File: src/design/qrs_pkg.sv
// Shared types and constants for the quadratic root solver.
// No dependencies; qrs_front, qrs_fifo, qrs_back, the top level and the checker import it.
`default_nettype none
package qrs_pkg;
	localparam int OUT_W      = 33;
	localparam int OUT_DATA_W = 72;
	localparam int QD         = 4;
	localparam int QAW        = 2;

	typedef enum logic [1:0] {
		CASE_NONE   = 2'd0,
		CASE_DOUBLE = 2'd1,
		CASE_TWO    = 2'd2,
		CASE_LINEAR = 2'd3
	} root_case_t;

	typedef logic [QAW:0] qcount_t;
endpackage
`default_nettype wire

File: src/design/qrs_front.sv
// Front end: takes coefficient items, forms the discriminant and classifies.
// Depends on qrs_pkg; feeds qrs_fifo.
`default_nettype none
module qrs_front #(
	parameter int CW = 16,
	parameter int FB = 16
) (
	input  wire logic                clk,
	input  wire logic                arst_n,
	input  wire logic                in_valid,
	output logic                     in_ready,
	input  wire logic [CW-1:0]       a_in,
	input  wire logic [CW-1:0]       b_in,
	input  wire logic [CW-1:0]       c_in,
	input  wire qrs_pkg::qcount_t    q_cnt,
	output logic                     push,
	output logic [(2+(CW+1+FB)+1+(CW+1)+(2*CW+1))-1:0] entry
);
	import qrs_pkg::*;
	localparam int DW  = 2*CW + 1;
	localparam int DSW = 2*CW + 2;
	localparam int BW  = CW + 1 + FB;
	localparam int DNW = CW + 1;

	logic                 v_s1, v_s2;
	logic signed [CW-1:0] a_s1, b_s1, c_s1, a_s2, b_s2;
	logic signed [2*CW-1:0] bb_s2, ac_s2;
	logic signed [DSW-1:0] disc;
	logic signed [BW-1:0] base;
	logic [CW-1:0]        amag;
	logic [DNW-1:0]       dmag;
	root_case_t           rcase;
	logic [QAW+1:0]       claimed;

	// Items in flight ahead of the queue hold a slot so the queue never overflows.
	assign claimed  = (QAW+2)'(q_cnt) + (QAW+2)'(v_s1) + (QAW+2)'(v_s2);
	assign in_ready = claimed < (QAW+2)'(QD);

	always_ff @(posedge clk or negedge arst_n) begin
		if (!arst_n) begin
			v_s1 <= 1'b0;
			v_s2 <= 1'b0;
		end else begin
			v_s1 <= in_valid && in_ready;
			v_s2 <= v_s1;
		end
	end

	always_ff @(posedge clk) begin
		a_s1  <= a_in;
		b_s1  <= b_in;
		c_s1  <= c_in;
		a_s2  <= a_s1;
		b_s2  <= b_s1;
		bb_s2 <= b_s1 * b_s1;
		ac_s2 <= a_s1 * c_s1;
	end

	always_comb begin
		disc = DSW'(bb_s2) - (DSW'(ac_s2) <<< 2);
		base = -(BW'(b_s2) <<< FB);
		amag = a_s2[CW-1] ? CW'(-a_s2) : CW'(a_s2);
		dmag = {amag, 1'b0};
		if (a_s2 == '0)
			rcase = CASE_LINEAR;
		else if (disc[DSW-1])
			rcase = CASE_NONE;
		else if (disc == '0)
			rcase = CASE_DOUBLE;
		else
			rcase = CASE_TWO;
	end

	assign push  = v_s2;
	assign entry = {rcase, base, a_s2[CW-1], dmag, disc[DW-1:0]};
endmodule
`default_nettype wire

File: config.mk
export PLATFORM = sky130hd
export DESIGN_NAME = qrs_front
export DESIGN_NICKNAME = d
export VERILOG_FILES = /design/src/design/qrs_pkg.sv /design/src/design/qrs_front.sv
export SDC_FILE = /design/constraint.sdc
export NUM_CORES = 2
export LEC_CHECK = 0
export BUFFER_PORTS_ARGS = -buffer_cell sky130_fd_sc_hd__clkbuf_2
export CAP_MARGIN = 20
export CORE_ASPECT_RATIO = 1.1
export CORE_UTILIZATION = 57
export CTS_CLUSTER_DIAMETER = 200
export DETAILED_ROUTE_END_ITERATION = 7
export PLACE_DENSITY = 0.86
export SYNTH_ARGS = -nofsm -noshare
export SYNTH_HDL_FRONTEND = slang
export SYNTH_SLANG_ARGS = --single-unit
File: constraint.sdc
create_clock -name clk -period 10.44 [get_ports clk]
set_clock_uncertainty 0.1 [all_clocks]
set_input_delay 2.088 -clock clk [delete_from_list [all_inputs] [get_ports clk]]
set_output_delay 2.088 -clock clk [all_outputs]
set_load 0.005 [all_outputs]
==> results by group <==
Status
  • Status: complete, no violations

Clock tree
  • Clock-pin slew on the worst setup and hold paths: 0.07 ns
  • CTS Buf Count: 17
  • Cts repair resizes: 0
  • Hold_buf cts: 0
  • H-tree depth: 4
  • Root buffer cell: clkbuf_16
  • Clock sink count: approximately 140
  • Post-CTS setup buffers: 0
  • Clock Tree Buf Depth: 2
  • Clk_lat worst skew: roughly 0.47 ns
  • CTS tree: built

STA
  • RSZ-0062 raised after global routing: false
  • Final setup fails: 0
  • Final Hold Vio Count: 0
  • Min Tclk post-route: ~7.5 ns
  • Fin crit share: between 70% and 80%
  • FMAX: between 0.1 and 0.15 GHz
  • Rel. slew slack: between 20% and 30%
  • Worst-margin pin slew: ~1.1 ns
  • Slew Limit Fails: 0
  • Setup TNS: 0 ns

Logic synthesis
  • Synth Warn #: 0
  • Post-Syn Area: between 20000 and 25000 sq um
  • Main synth FF type: dfxtp_1
  • Post-Syn Instances: about 2600
  • Post-synthesis sequential area ratio: a little under an eighth
  • Ys async rst share: 1.389%
  • Library cells used by synthesis: 75
  • EDFF count, synth: 0
  • Synth Register Bits: approximately 140
  • Avg Inst Size Synth: ~9.3 sq um

GRT
  • Total global-route track usage: between 20% and 30%
  • First-pass GRT wire length: around 92000 um
  • Initial antenna violation count: 0
  • Grt ovf: 0
  • Vias in the first global route: ~20000
  • Largest net degree at the start of global routing: 24

Die
  • Die area: around 44000 sq um
  • # rows: around 80
  • IO Pins: about 140
  • Core area: between 40000 and 50000 sq um
  • Die X: between 150 and 200 um
  • Starting Density: 57.69%
  • Die Y: between 200 and 250 um

Worst setup path
  • CP max FO: 20
  • Startpoint types: flip-flop
  • Data required, critical path: 10.69 ns
  • Crit Path Class: flip-flop to flip-flop
  • Critical path arrival: ~7.7 ns
  • Crit. End Element: flip-flop

Finish
  • ANT cells: 0
  • Fin nets: ~3400
  • Filler cell count: approximately 3400
  • Most frequent cells in the layout: 649 x inv_1, 497 x fa_1, 238 x nand2_1
  • Synth-to-Final Area Change: 6.706%
  • Fraction of layout cells with a size suffix above 1: under 10%
  • Commonest non-fill, non-tap cell in the layout: inv_1

Detailed routing
  • Via density per instance: between 5 and 6
  • Final antenna-violating net count: 0
  • Detailed-route DRC error count: 0
  • Initial DRC Count: roughly 1000
  • Detailed Route WL: about 54000 um
  • DR WL/cell: roughly 17 um
  • Via Count: between 15000 and 20000
  • TritonRoute pass-1 iters: 6

Hold path
  • Hold Crit Class: flip-flop to flip-flop

Placed design
  • Routability cong.: 0.9033
  • Detailed Place HPWL: 44030 um
  • I/O Buffers: roughly 120

Job
  • MaxCap Viol Count: 0
[sequential cells by signal, indices dropped and copies added (netlist names)]
signal  cells
a_s2       16
b_s1       16
b_s2       15
push        1
bb_s2      31
c_s1       16
ac_s2      32
a_s1       16
v_s1        1
[cells by family after synthesis]
logic type | after synthesis | share of synthesized area (%)
buffers and inverters | 732 | 11.62
adders and majority gates | 704 | 51.50
and+or+nand+nor | 640 | 13.10
AOI/OAI and AO/OA | 255 | 7.240
DFF | 144 | 11.88
xor gates and xnor gates | 128 | 4.604
other | 1 | 0.01540
muxes | 1 | 0.04111
[area by class of cell]
class	instances	area, sq um	area share, %
Clock buffer	17	425.4	1.637
Clock inverter	15	175.2	0.6742
Inverter	649	2436	9.376
Multi-Input combinational cell	1746	18690	71.93
Sequential cell	144	2893	11.13
Tap cell	567	709.4	2.730
Timing Repair Buffer	128	653.1	2.514
[synth_stat cells, types with 5 or more instances]
library cell  number  area share [%]
ha_1             207              11
or3_1             10            0.26
a21oi_1           62             1.3
clkbuf_1          59            0.91
fa_1             497              41
o21a_1            15            0.46
nor2b_1           15            0.39
and2_1           174             4.5
and3_1             7            0.18
nor2_1            91             1.4
buf_4             22            0.68
inv_1            649              10
or4_1              6            0.18
a2111oi_0          5            0.18
xnor2_1           98             3.5
dfxtp_1          142              12
a31o_2             5            0.18
o21bai_1          16            0.49
a21boi_0           5            0.15
nand2_1          238             3.7
xor2_1            30             1.1
nand3_1           22            0.45
o31ai_1            7            0.22
nor3_1            21            0.43
a21o_1            37             1.1
o211ai_1           6            0.18
or2_2              8            0.21
a211o_1            6            0.22
nand2b_1          21            0.54
o21ai_0           37            0.76
a31oi_1            9            0.23
nor4_1             7            0.18
[per-stage QoR]
step                      hold WS (ns)  setup slack, ns  cell area (sq um)  utilization (%)  cells
after floorplan                 0.2290            3.883              24410                -   2622
after global placement          0.2618            3.260              25380            60.14   3234
after detailed placement        0.2749            3.112              25380            60.14   3234
after CTS                       0.2900            3.015              25980            61.56   3266
after global routing            0.2939            2.602              25980            61.56   3266
final                           0.2866            2.980              25980            61.56   3266
[metal layers]
metal	part of all wire (%)	GRT usage, %	vias up
met5	0	0	-
met4	4.4	13.77	0
met3	6.1	4.318	201
met2	52	47.26	665
met1	38	32.51	8991
li1	-	-	7981
[worst max-delay path: stages, from the launching register on]
cell and delay (ns):
dfxtp_1 0.79, inv_1 0.50, nor2_1 0.29, xnor2_1 0.12
ha_1 0.30, inv_1 0.05, fa_1 0.50, inv_1 0.07
fa_1 0.49, fa_1 0.44, fa_1 0.50, inv_1 0.05
fa_1 0.47, inv_1 0.04, ha_1 0.35, nand3_1 0.09
nor2_1 0.22, nor4b_1 0.42, nor3_1 0.18, o41ai_1 0.70
a41oi_1 0.25, a211oi_1 0.33, xnor2_1 0.11
[final timing paths]
kind	to	from	slack, ns	depth (start not counted)
min in group asynchronous	push	arst_n	1.30	1
worst max-delay path	bb_s2[31]	b_s1[15]	2.98	22
worst min-delay path	push	v_s1	0.29	0
max in group asynchronous	v_s1	arst_n	8.85	1
worst min register to register	push	v_s1	0.29	0
worst max register to register	bb_s2[31]	b_s1[15]	2.98	22
Power is not shown: default switching activity piles up to over one toggle a cycle in this logic, so the estimate is an artifact.
