===== config.mk =====
export PLATFORM = sky130hd
export DESIGN_NAME = qrs_fifo
export DESIGN_NICKNAME = d
export VERILOG_FILES = /design/src/design/qrs_pkg.sv /design/src/design/qrs_fifo.sv
export SDC_FILE = /design/constraint.sdc
export NUM_CORES = 1
export LEC_CHECK = 0
export ABC_AREA = 1
export CAP_MARGIN = 20
export CORE_AREA = 2 2 67 69
export CTS_BUF_LIST = sky130_fd_sc_hd__clkbuf_8
export DETAILED_ROUTE_END_ITERATION = 8
export DIE_AREA = 0 0 69 71
export DONT_BUFFER_PORTS = 1
export PLACE_DENSITY_LB_ADDON = 0.3
export SLEW_MARGIN = 20
export SYNTH_ARGS = -nofsm -noshare
export SYNTH_HDL_FRONTEND = slang
export SYNTH_SLANG_ARGS = --single-unit

===== constraint.sdc =====
create_clock -name clk -period 2 [get_ports clk]
set_clock_uncertainty 0.2 [all_clocks]
set_input_delay 0.1 -clock clk [delete_from_list [all_inputs] [get_ports clk]]
set_output_delay 0.1 -clock clk [all_outputs]
set_load 0.02 [all_outputs]

===== src/design/qrs_pkg.sv =====
// Shared types and constants for the quadratic root solver.
// No dependencies; qrs_front, qrs_fifo, qrs_back, the top level and the checker import it.
`default_nettype none
package qrs_pkg;
	localparam int OUT_W      = 33;
	localparam int OUT_DATA_W = 72;
	localparam int QD         = 4;
	localparam int QAW        = 2;

	typedef enum logic [1:0] {
		CASE_NONE   = 2'd0,
		CASE_DOUBLE = 2'd1,
		CASE_TWO    = 2'd2,
		CASE_LINEAR = 2'd3
	} root_case_t;

	typedef logic [QAW:0] qcount_t;
endpackage
`default_nettype wire


===== src/design/qrs_fifo.sv =====
// Short queue between the front end and the root/divide back end.
// Depends on qrs_pkg for its depth and count type.
`default_nettype none
module qrs_fifo #(
	parameter int EW = 8
) (
	input  wire logic          clk,
	input  wire logic          arst_n,
	input  wire logic          push,
	input  wire logic [EW-1:0] wdata,
	input  wire logic          pop,
	output logic [EW-1:0]      rdata,
	output qrs_pkg::qcount_t   cnt
);
	import qrs_pkg::*;
	logic [EW-1:0]  mem [QD];
	logic [QAW-1:0] wp_q, rp_q;
	qcount_t        cnt_q;

	always_ff @(posedge clk) begin
		if (push)
			mem[wp_q] <= wdata;
	end

	always_ff @(posedge clk or negedge arst_n) begin
		if (!arst_n) begin
			wp_q  <= '0;
			rp_q  <= '0;
			cnt_q <= '0;
		end else begin
			if (push)
				wp_q <= wp_q + 1'b1;
			if (pop)
				rp_q <= rp_q + 1'b1;
			cnt_q <= cnt_q + qcount_t'(push) - qcount_t'(pop);
		end
	end

	assign rdata = mem[rp_q];
	assign cnt   = cnt_q;
endmodule
`default_nettype wire


==> flow_metrics.py, run 1 <==
metrics = {
    "power": {
        "p_total_uw": 2730,
        "leakagePower_uw": 0.000970,
        "irDropWorstVdd_uv": 584,
        "power_density_nw_per_um2": 1350,
    },
    "sta": {
        "slew_headroom_pct": 66.6,
        "tns_ps": 0,
        "rsz0062_at_grt": "no",
        "tightestPinTransition_ps": 501,
        "max_freq_mhz": 543,
        "final_max_slew_viol_count": 0,
        "post-route-period-util_pct": 92.0,
        "setup_viol": 0,
        "final_hold_viol_count": 0,
        "layout_setup_ws_ps": 160,
        "period_needed_ps": 1840,
    },
    "synthesis": {
        "synth_mux_area_share_pct": 0,
        "netlist.area_leader.share_pct": 53.7,
        "ys_ff_latch": 39,
        "synth_warnings": 0,
        "synthCells": 169,
        "synth_top_family_by_area": "simple AND/OR/NAND/NOR gates",
        "synth_area_sq_um": 1790,
        "synth_xor_area_share_pct": 1.47,
        "synth_nets": 188,
        "synthAdderAreaFrac_pct": 5.31,
        "synthSimpleGateAreaFrac_pct": 16.6,
        "synth_cell_types": 16,
        "synthTopCellsByArea": "edfxtp_1, dfrtp_1, inv_1, nand2_1, nand3_1",
        "synth_top_area_cell": "edfxtp_1",
        "synth_compound_area_share_pct": 0.280,
        "ys_seq_area_share_pct": 63.5,
        "syn_area_per_cell_sq_um": 10.6,
    },
    "layout": {
        "final_nets": 204,
        "design_area_sq_um": 2020,
        "syn2layout_area_growth_pct": 12.8,
        "diodes": 0,
        "drive_gt1_share_pct": 9.68,
    },
    "floorplan": {
        "die_x_um": 69,
        "initial_core_util_pct": 42.6,
        "rows": 24,
        "pin_count": 23,
        "die_h_um": 71,
        "dieArea_sq_um": 4900,
        "core_area_sq_um": 4200,
    },
    "setup_path": {
        "r2r_slack_ps": 160,
        "crit_type": "reg -> reg",
        "cp.arrival_ps": 1810,
        "critPathCaptureType": "flop",
        "cp_max_fo": 2,
        "crit_path_start_kind": "flop",
        "crit_required_ps": 1970,
    },
    "clock_network": {
        "cts_max_level": 2,
        "clk_pin_slew_ps": 70,
        "clock-sinks": 39,
        "clk_path_buf_depth": 2,
        "cts_made_buffers": 5,
        "cts_tree": "built",
        "root_buffer": "clkbuf_8",
        "clock_latency_ps": 290,
        "cts_resized": 0,
    },
    "global_routing": {
        "grt_max_degree": 17,
        "grt_pass1_wl_um": 5200,
        "grt_pass1_vias": 1152,
        "antenna_found_initial": 0,
        "grtUsageTotal_pct": 14.1,
        "grt_overflow": 0,
    },
    "detailed_routing": {
        "vias": 1089,
        "routedWlPerCell_um": 12.8,
        "routed_wl_um": 3040,
        "first_iter_violations": 40,
        "dr.pass1.iters": 4,
        "via_per_inst": 4.58,
        "drc": 0,
        "ant_nets": 0,
    },
    "status": {
        "status": "complete, no violations",
    },
    "min_path": {
        "worstHoldPathType": "in -> reg",
    },
    "place": {
        "portBuffers": 0,
        "placed_area_sq_um": 1820,
        "post-dp-hpwl_um": 2090,
        "pre_cts_ws_ps": 170,
        "place.gp.congestion": 0.692,
    },
    "job": {
        "max_cap_violations": 0,
    },
}
## final timing paths
check	cells past startpoint	startpoint	end
worst max-delay path	9	cnt[0]	cnt[2]
worst min-delay path	3	pop	cnt[0]
worst max register to register	9	cnt[0]	cnt[2]
worst min register to register	1	wp_q[0]	wp_q[0]
max in group asynchronous	2	arst_n	cnt[0]
min in group asynchronous	2	arst_n	cnt[1]
## final cells by class
class,count,area [sq um]
fill,402,2190
sequential,39,1140
multi-input combinational,79,423
inverter,46,178
timing repair buffer,14,135
clock buffer,5,68.8
tap,52,65.1
clock inverter,3,12.5
## layer usage
metal / GRT usage (%) / part of all wire [%] / up-vias
met5: 0 / 0 / -
met4: 6.97 / 2.1 / 0
met3: 6.27 / 5.3 / 8
met2: 24.6 / 52 / 27
met1: 14.4 / 40 / 511
li1: - / - / 543
## Yosys cell counts
cell	instances
edfxtp_1	32
nand2_1	43
fa_1	1
buf_6	2
inv_6	1
nand3_1	17
nand2_2	8
buf_2	1
inv_2	1
clkbuf_2	1
inv_1	44
ha_1	6
xor2_1	3
o21ai_1	1
buf_12	1
dfrtp_1	7
## metrics by stage
| stage | std cells | hold WS (ps) | utilization [%] |
|---|---|---|---|
| finish | 238 | 12.4 | 48.0 |
| CTS | 238 | 2.79 | 48.0 |
| global route | 238 | 22.4 | 48.0 |
| floorplan | 169 | -396 | - |
| global placement | 218 | -395 | 43.2 |
| detailed placement | 218 | -395 | 43.2 |
## repair_timing
action / CTS / global route
setup buffers: 0 / 0
hold endpoints to repair: 45 / 0
hold buffers: 12 / 0
## power by group
group | switching (uW) | internal (uW)
clock | 253 | 234
combinational | 691 | 285
sequential | 177 | 1090
## worst max-delay path, cell delays in order (launching register included)
cell and delay, ps:
dfrtp_1 340, inv_1 40, ha_1 260, inv_1 40, ha_1 180, fa_1 380, inv_1 60, nand2_1 60
nand3_1 100, nand2_1 60
## flip-flops by register name, summed over array words and instances (netlist names)
register and count:
mem 32, rp_q 2, wp_q 2, cnt 3
## cell usage in the layout, fill, tap and decap left out
cell           count
dlygate4sd3_1     12
nand2_1           43
o21ai_1            1
inv_1             45
clkinv_2           1
xor2_1             3
dfrtp_1            7
buf_4              2
nand2_2            8
inv_2              1
clkinv_1           1
edfxtp_1          32
inv_6              1
clkbuf_8           5
ha_1               6
nand3_1           17
fa_1               1
## cell families (layout without fill, tap and decap cells)
| group | Yosys count | count (layout) |
|---|---|---|
| compound gates | 1 | 1 |
| xor+xnor | 3 | 3 |
| flops | 39 | 39 |
| fa+ha+maj | 7 | 7 |
| simple gates | 68 | 68 |
| buf+inv | 51 | 68 |
Power figures use the tool's default switching activity.
==> run 2, diff against run 1 <==
- CELL_PAD_IN_SITES_DETAIL_PLACEMENT: default -> 1
- CELL_PAD_IN_SITES_GLOBAL_PLACEMENT: default -> 1
- CORE_AREA: 2 2 67 69 -> 2 2 79 58
- DIE_AREA: 0 0 69 71 -> 0 0 81 60
==> run 2 against run 1 <==
Clock power is essentially flat. Flip-flop and latch count did not move. Total power grew 1.5%. Sequential share of layout area down 0.17 points. Fmax down 0.93%. Worst setup slack lost 17 ps. Critical endpoint unchanged.
==> flow_metrics.py, run 2 (synthesized netlist as in run 1, its figures left out) <==
metrics = {
    "status": {
        "status": "complete, no violations",
    },
    "clock_network": {
        "cts_max_level": 2,
        "clk_pin_slew_ps": 70,
        "clk_path_buf_depth": 2,
        "cts_tree": "built",
        "root_buffer": "clkbuf_8",
        "clock_latency_ps": 290,
        "clock-sinks": 39,
        "cts_made_buffers": 5,
    },
    "setup_path": {
        "r2r_slack_ps": 140,
        "slowest_stage": "dfrtp_1",
        "critPathCaptureType": "flop",
        "cp_max_fo": 2,
        "crit_chain": "inv_1 -> ha_1 -> inv_1 -> ha_1 -> fa_2 -> inv_1 -> nand2_1 -> nand3_1 -> nand2_1",
        "cp.arrival_ps": 1840,
        "crit_path_frequent_cell": "inv_1",
        "max_stage_delay_ps": 350,
        "crit_path_start_kind": "flop",
        "crit_required_ps": 1990,
        "crit_type": "reg -> reg",
    },
    "place": {
        "portBuffers": 0,
        "place.gp.congestion": 0.753,
        "post-dp-hpwl_um": 2300,
        "pre_cts_ws_ps": 146,
    },
    "layout": {
        "drive_gt1_share_pct": 10.2,
        "nFillCells": 472,
        "syn2layout_area_growth_pct": 13.1,
        "diodes": 0,
        "layout_common_cells": "inv_1, nand2_1, edfxtp_1, nand3_1, dlygate4sd3_1",
        "final_common_cell": "inv_1",
        "fin_util_pct": 48.7,
        "largest_reg_flops": 32,
        "final_nets": 204,
        "top_register": "mem",
    },
    "sta": {
        "post-route-period-util_pct": 92.9,
        "final_hold_viol_count": 0,
        "layout_setup_ws_ps": 143,
        "setup_viol": 0,
        "final_max_slew_viol_count": 0,
        "max_freq_mhz": 538,
        "tns_ps": 0,
        "tightestPinTransition_ps": 460,
        "slew_headroom_pct": 69.3,
        "period_needed_ps": 1860,
        "rsz0062_at_grt": "no",
    },
    "floorplan": {
        "die_x_um": 81,
        "die_h_um": 60,
        "rows": 20,
        "core_area_sq_um": 4150,
        "pin_count": 23,
        "dieArea_sq_um": 4860,
        "initial_core_util_pct": 43.1,
    },
    "detailed_routing": {
        "vias": 1109,
        "drc": 0,
        "routedWlPerCell_um": 14.1,
        "ant_nets": 0,
        "via_per_inst": 4.60,
        "dr.pass1.iters": 4,
        "first_iter_violations": 50,
        "routed_wl_um": 3410,
    },
    "global_routing": {
        "grt_pass1_vias": 1157,
        "grt_pass1_wl_um": 5460,
        "grt_overflow": 0,
        "grt_max_degree": 17,
        "grtUsageTotal_pct": 16.5,
        "antenna_found_initial": 0,
    },
    "power": {
        "p_total_uw": 2770,
        "leakagePower_uw": 0.000973,
        "power_density_nw_per_um2": 1370,
        "irDropWorstVdd_uv": 584,
    },
    "job": {
        "max_cap_violations": 0,
    },
    "min_path": {
        "worstHoldPathType": "in -> reg",
    },
}
==> run 2: changes by cell type in the layout (fill, tap and decap cells not counted) <==
cell,change
clkinv_1,-1
fa_1,-1
fa_2,+1
inv_1,+1
==> run 2: power by group <==
group | switching, uW | internal [uW] | total, uW
clock | 255 | 234 | 489
combinational | 722 | 291 | 1010
sequential | 178 | 1090 | 1270
==> run 2: repair_timing <==
action,4_1_cts,5_1_grt
hold buffers,12,0
buffers inserted,0,0
gates resized for setup,0,1
hold endpoints to repair,45,0
endpoints found under the setup margin,0,1
==> run 2: critical path: cells and delay by family (launching register included) <==
family	cells	cell delay [ps]
adder cells (fa/ha/maj)	3	810
flip-flops	1	350
AND/OR/NAND/NOR	3	220
buffers and inverters	3	170
==> run 2: layout make-up <==
class	instances	area, sq um	area share, %
flip-flops and latches	39	1140	56.1
multi-input cells	79	425	21.0
inverters	46	178	8.78
repair buffers	14	135	6.67
clock buffers	5	68.8	3.40
well taps	55	68.8	3.40
clock inverters	3	12.5	0.618
==> run 2: metrics by stage <==
step	instances	cell area (sq um)	hold slack (ps)
floorplan	169	1790	-396
global placement	221	1820	-395
detailed placement	221	1820	-395
CTS	241	2020	2.35
global route	241	2020	61.6
finish	241	2020	36.4
==> run 2: metal layers <==
metal,part of all wire (%),track usage [%],wire (um),vias to the layer above
met2,50,27.5,1690,18
met1,44,19.1,1500,542
met5,0,0,0,-
li1,-,-,-,543
met3,5.2,7.10,178,6
met4,1.3,6.30,44,0
==> run 2: path summary, 6_finish.rpt <==
kind | end | startpoint | depth (start not counted)
setup reg to reg | cnt[2] | cnt[0] | 9
setup / recovery | cnt[2] | cnt[0] | 9
hold / removal | cnt[0] | pop | 3
min in group asynchronous | cnt[0] | arst_n | 2
max in group asynchronous | wp_q[0] | arst_n | 2
hold reg to reg | wp_q[0] | wp_q[0] | 1
==> run 3, diff against run 2 <==
- CTS_BUF_LIST: sky130_fd_sc_hd__clkbuf_8 -> default
==> run 3 against run 2 <==
Worst hold slack unchanged. Critical endpoint unchanged. Register-to-register slack about the same. Sequential share of layout area unchanged. Via count about the same. Highest routed layer unchanged. Count of clock-buffer cells in the layout increased by 2. Worst setup slack did not move. Cell area is the same. Die area unchanged. Largest cell class unchanged. Non-clock buffer count unchanged. Critical path depth did not move. First-iteration DRC count stayed put.
==> flow_metrics.py, run 3 (synthesized netlist as in run 1, its figures left out) <==
metrics = {
    "layout": {
        "drive_gt1_share_pct": 10.2,
        "final_nets": 204,
        "final_common_cell": "inv_1",
        "top_register": "mem",
        "syn2layout_area_growth_pct": 13.1,
        "diodes": 0,
        "nFillCells": 472,
        "largest_reg_flops": 32,
        "layout_common_cells": "inv_1, nand2_1, edfxtp_1, nand3_1, dlygate4sd3_1",
    },
    "clock_network": {
        "clock_latency_ps": 290,
        "clock-sinks": 39,
        "clk_path_buf_depth": 2,
        "cts_tree": "built",
        "root_buffer": "clkbuf_8",
        "clk_pin_slew_ps": 70,
        "cts_max_level": 2,
        "cts_made_buffers": 5,
    },
    "floorplan": {
        "die_x_um": 81,
        "rows": 20,
        "dieArea_sq_um": 4860,
        "pin_count": 23,
        "initial_core_util_pct": 43.1,
        "die_h_um": 60,
        "core_area_sq_um": 4150,
    },
    "min_path": {
        "worstHoldPathType": "in -> reg",
    },
    "setup_path": {
        "r2r_cells": 9,
        "cp-endpoint": "cnt[2]",
        "cp.arrival_ps": 1840,
        "critPathLaunch": "cnt[0]",
        "crit_type": "reg -> reg",
        "cp_max_fo": 2,
        "worstReg2RegEnd": "cnt[2]",
        "r2r_slack_ps": 140,
        "critPathCaptureType": "flop",
        "crit_path_start_kind": "flop",
        "reg2reg_from": "cnt[0]",
        "crit_required_ps": 1990,
    },
    "global_routing": {
        "use_met1_pct": 19.1,
        "met3_usage_pct": 7.10,
        "grt_pass1_vias": 1157,
        "grt_overflow": 0,
        "grt_max_degree": 17,
        "antenna_found_initial": 0,
        "gr-usage-met2_pct": 27.5,
        "grt_pass1_wl_um": 5460,
        "busiest_layer": "met2",
        "grtUsageTotal_pct": 16.5,
    },
    "status": {
        "status": "complete, no violations",
    },
    "sta": {
        "final_max_slew_viol_count": 0,
        "max_freq_mhz": 538,
        "tightestPinTransition_ps": 460,
        "tns_ps": 0,
        "final_hold_viol_count": 0,
        "layout_setup_ws_ps": 143,
        "period_needed_ps": 1860,
        "slew_headroom_pct": 69.3,
        "post-route-period-util_pct": 92.9,
        "setup_viol": 0,
        "rsz0062_at_grt": "no",
    },
    "place": {
        "pre_cts_ws_ps": 146,
        "post-dp-hpwl_um": 2300,
        "place.gp.congestion": 0.753,
        "portBuffers": 0,
    },
    "detailed_routing": {
        "vias": 1108,
        "dr.pass1.iters": 4,
        "drc": 0,
        "ant_nets": 0,
        "routed_wl_um": 3410,
        "routedWlPerCell_um": 14.1,
        "first_iter_violations": 50,
        "via_per_inst": 4.60,
    },
    "power": {
        "leakagePower_uw": 0.000965,
        "power_density_nw_per_um2": 1370,
        "irDropWorstVdd_uv": 584,
    },
    "job": {
        "max_cap_violations": 0,
    },
}
==> run 3: metal layers <==
layer	vias to the layer above	wire length, um
met2	18	1690
met1	541	1500
li1	543	-
met3	6	178
met4	0	44
met5	-	0
==> run 3: cell type report <==
class	instances	area, sq um	share of cell area (%)
multi-input combinational	79	425	21.0
sequential	39	1140	56.1
timing repair buffer	14	135	6.67
clock buffer	7	76.3	3.77
inverter	46	178	8.78
tap	55	68.8	3.40
clock inverter	1	5.00	0.247
==> run 3: worst min-delay path by stage <==
stage | from | cells after the start | end | slack, ps
final | pop | 3 | cnt[0] | 40
after global routing | pop | 3 | cnt[0] | 60
after CTS | pop | 3 | cnt[0] | 2
after detailed placement | arst_n | 0 | wp_q[0] | -400
after global placement | arst_n | 0 | wp_q[0] | -400
after floorplan | arst_n | 0 | cnt[0] | -400
==> run 3: report_power, final <==
group / internal, uW / leakage, uW / switching, uW
Clock: 244 / 0.0000422 / 254
Combinational: 291 / 0.000546 / 722
Sequential: 1090 / 0.000376 / 178
==> run 3: stage by stage <==
| step | hold slack [ps] | cells | util [%] | total power, uW | cell area [sq um] |
|---|---|---|---|---|---|
| final | 36.4 | 241 | 48.7 | 2780 | 2020 |
| after global routing | 61.6 | 241 | 48.7 | 2990 | 2020 |
| after CTS | 2.35 | 241 | 48.7 | 2810 | 2020 |
| after detailed placement | -395 | 221 | 43.8 | 2280 | 1820 |
| after global placement | -395 | 221 | 43.8 | 2200 | 1820 |
| after floorplan | -396 | 169 | - | 2100 | 1790 |
==> run 3: timing repair <==
item | CTS | global route
hold endpoints to repair | 45 | 0
setup endpoints to repair | 0 | 1
resized for setup | 0 | 1
hold buffers | 12 | 0
setup buffers | 0 | 0
==> run 3: critical path: stages, from the launching register on <==
cell     delay, ps
dfrtp_1        350
inv_1           50
ha_1           280
inv_1           50
ha_1           190
fa_2           340
inv_1           70
nand2_1         70
nand3_1        100
nand2_1         50
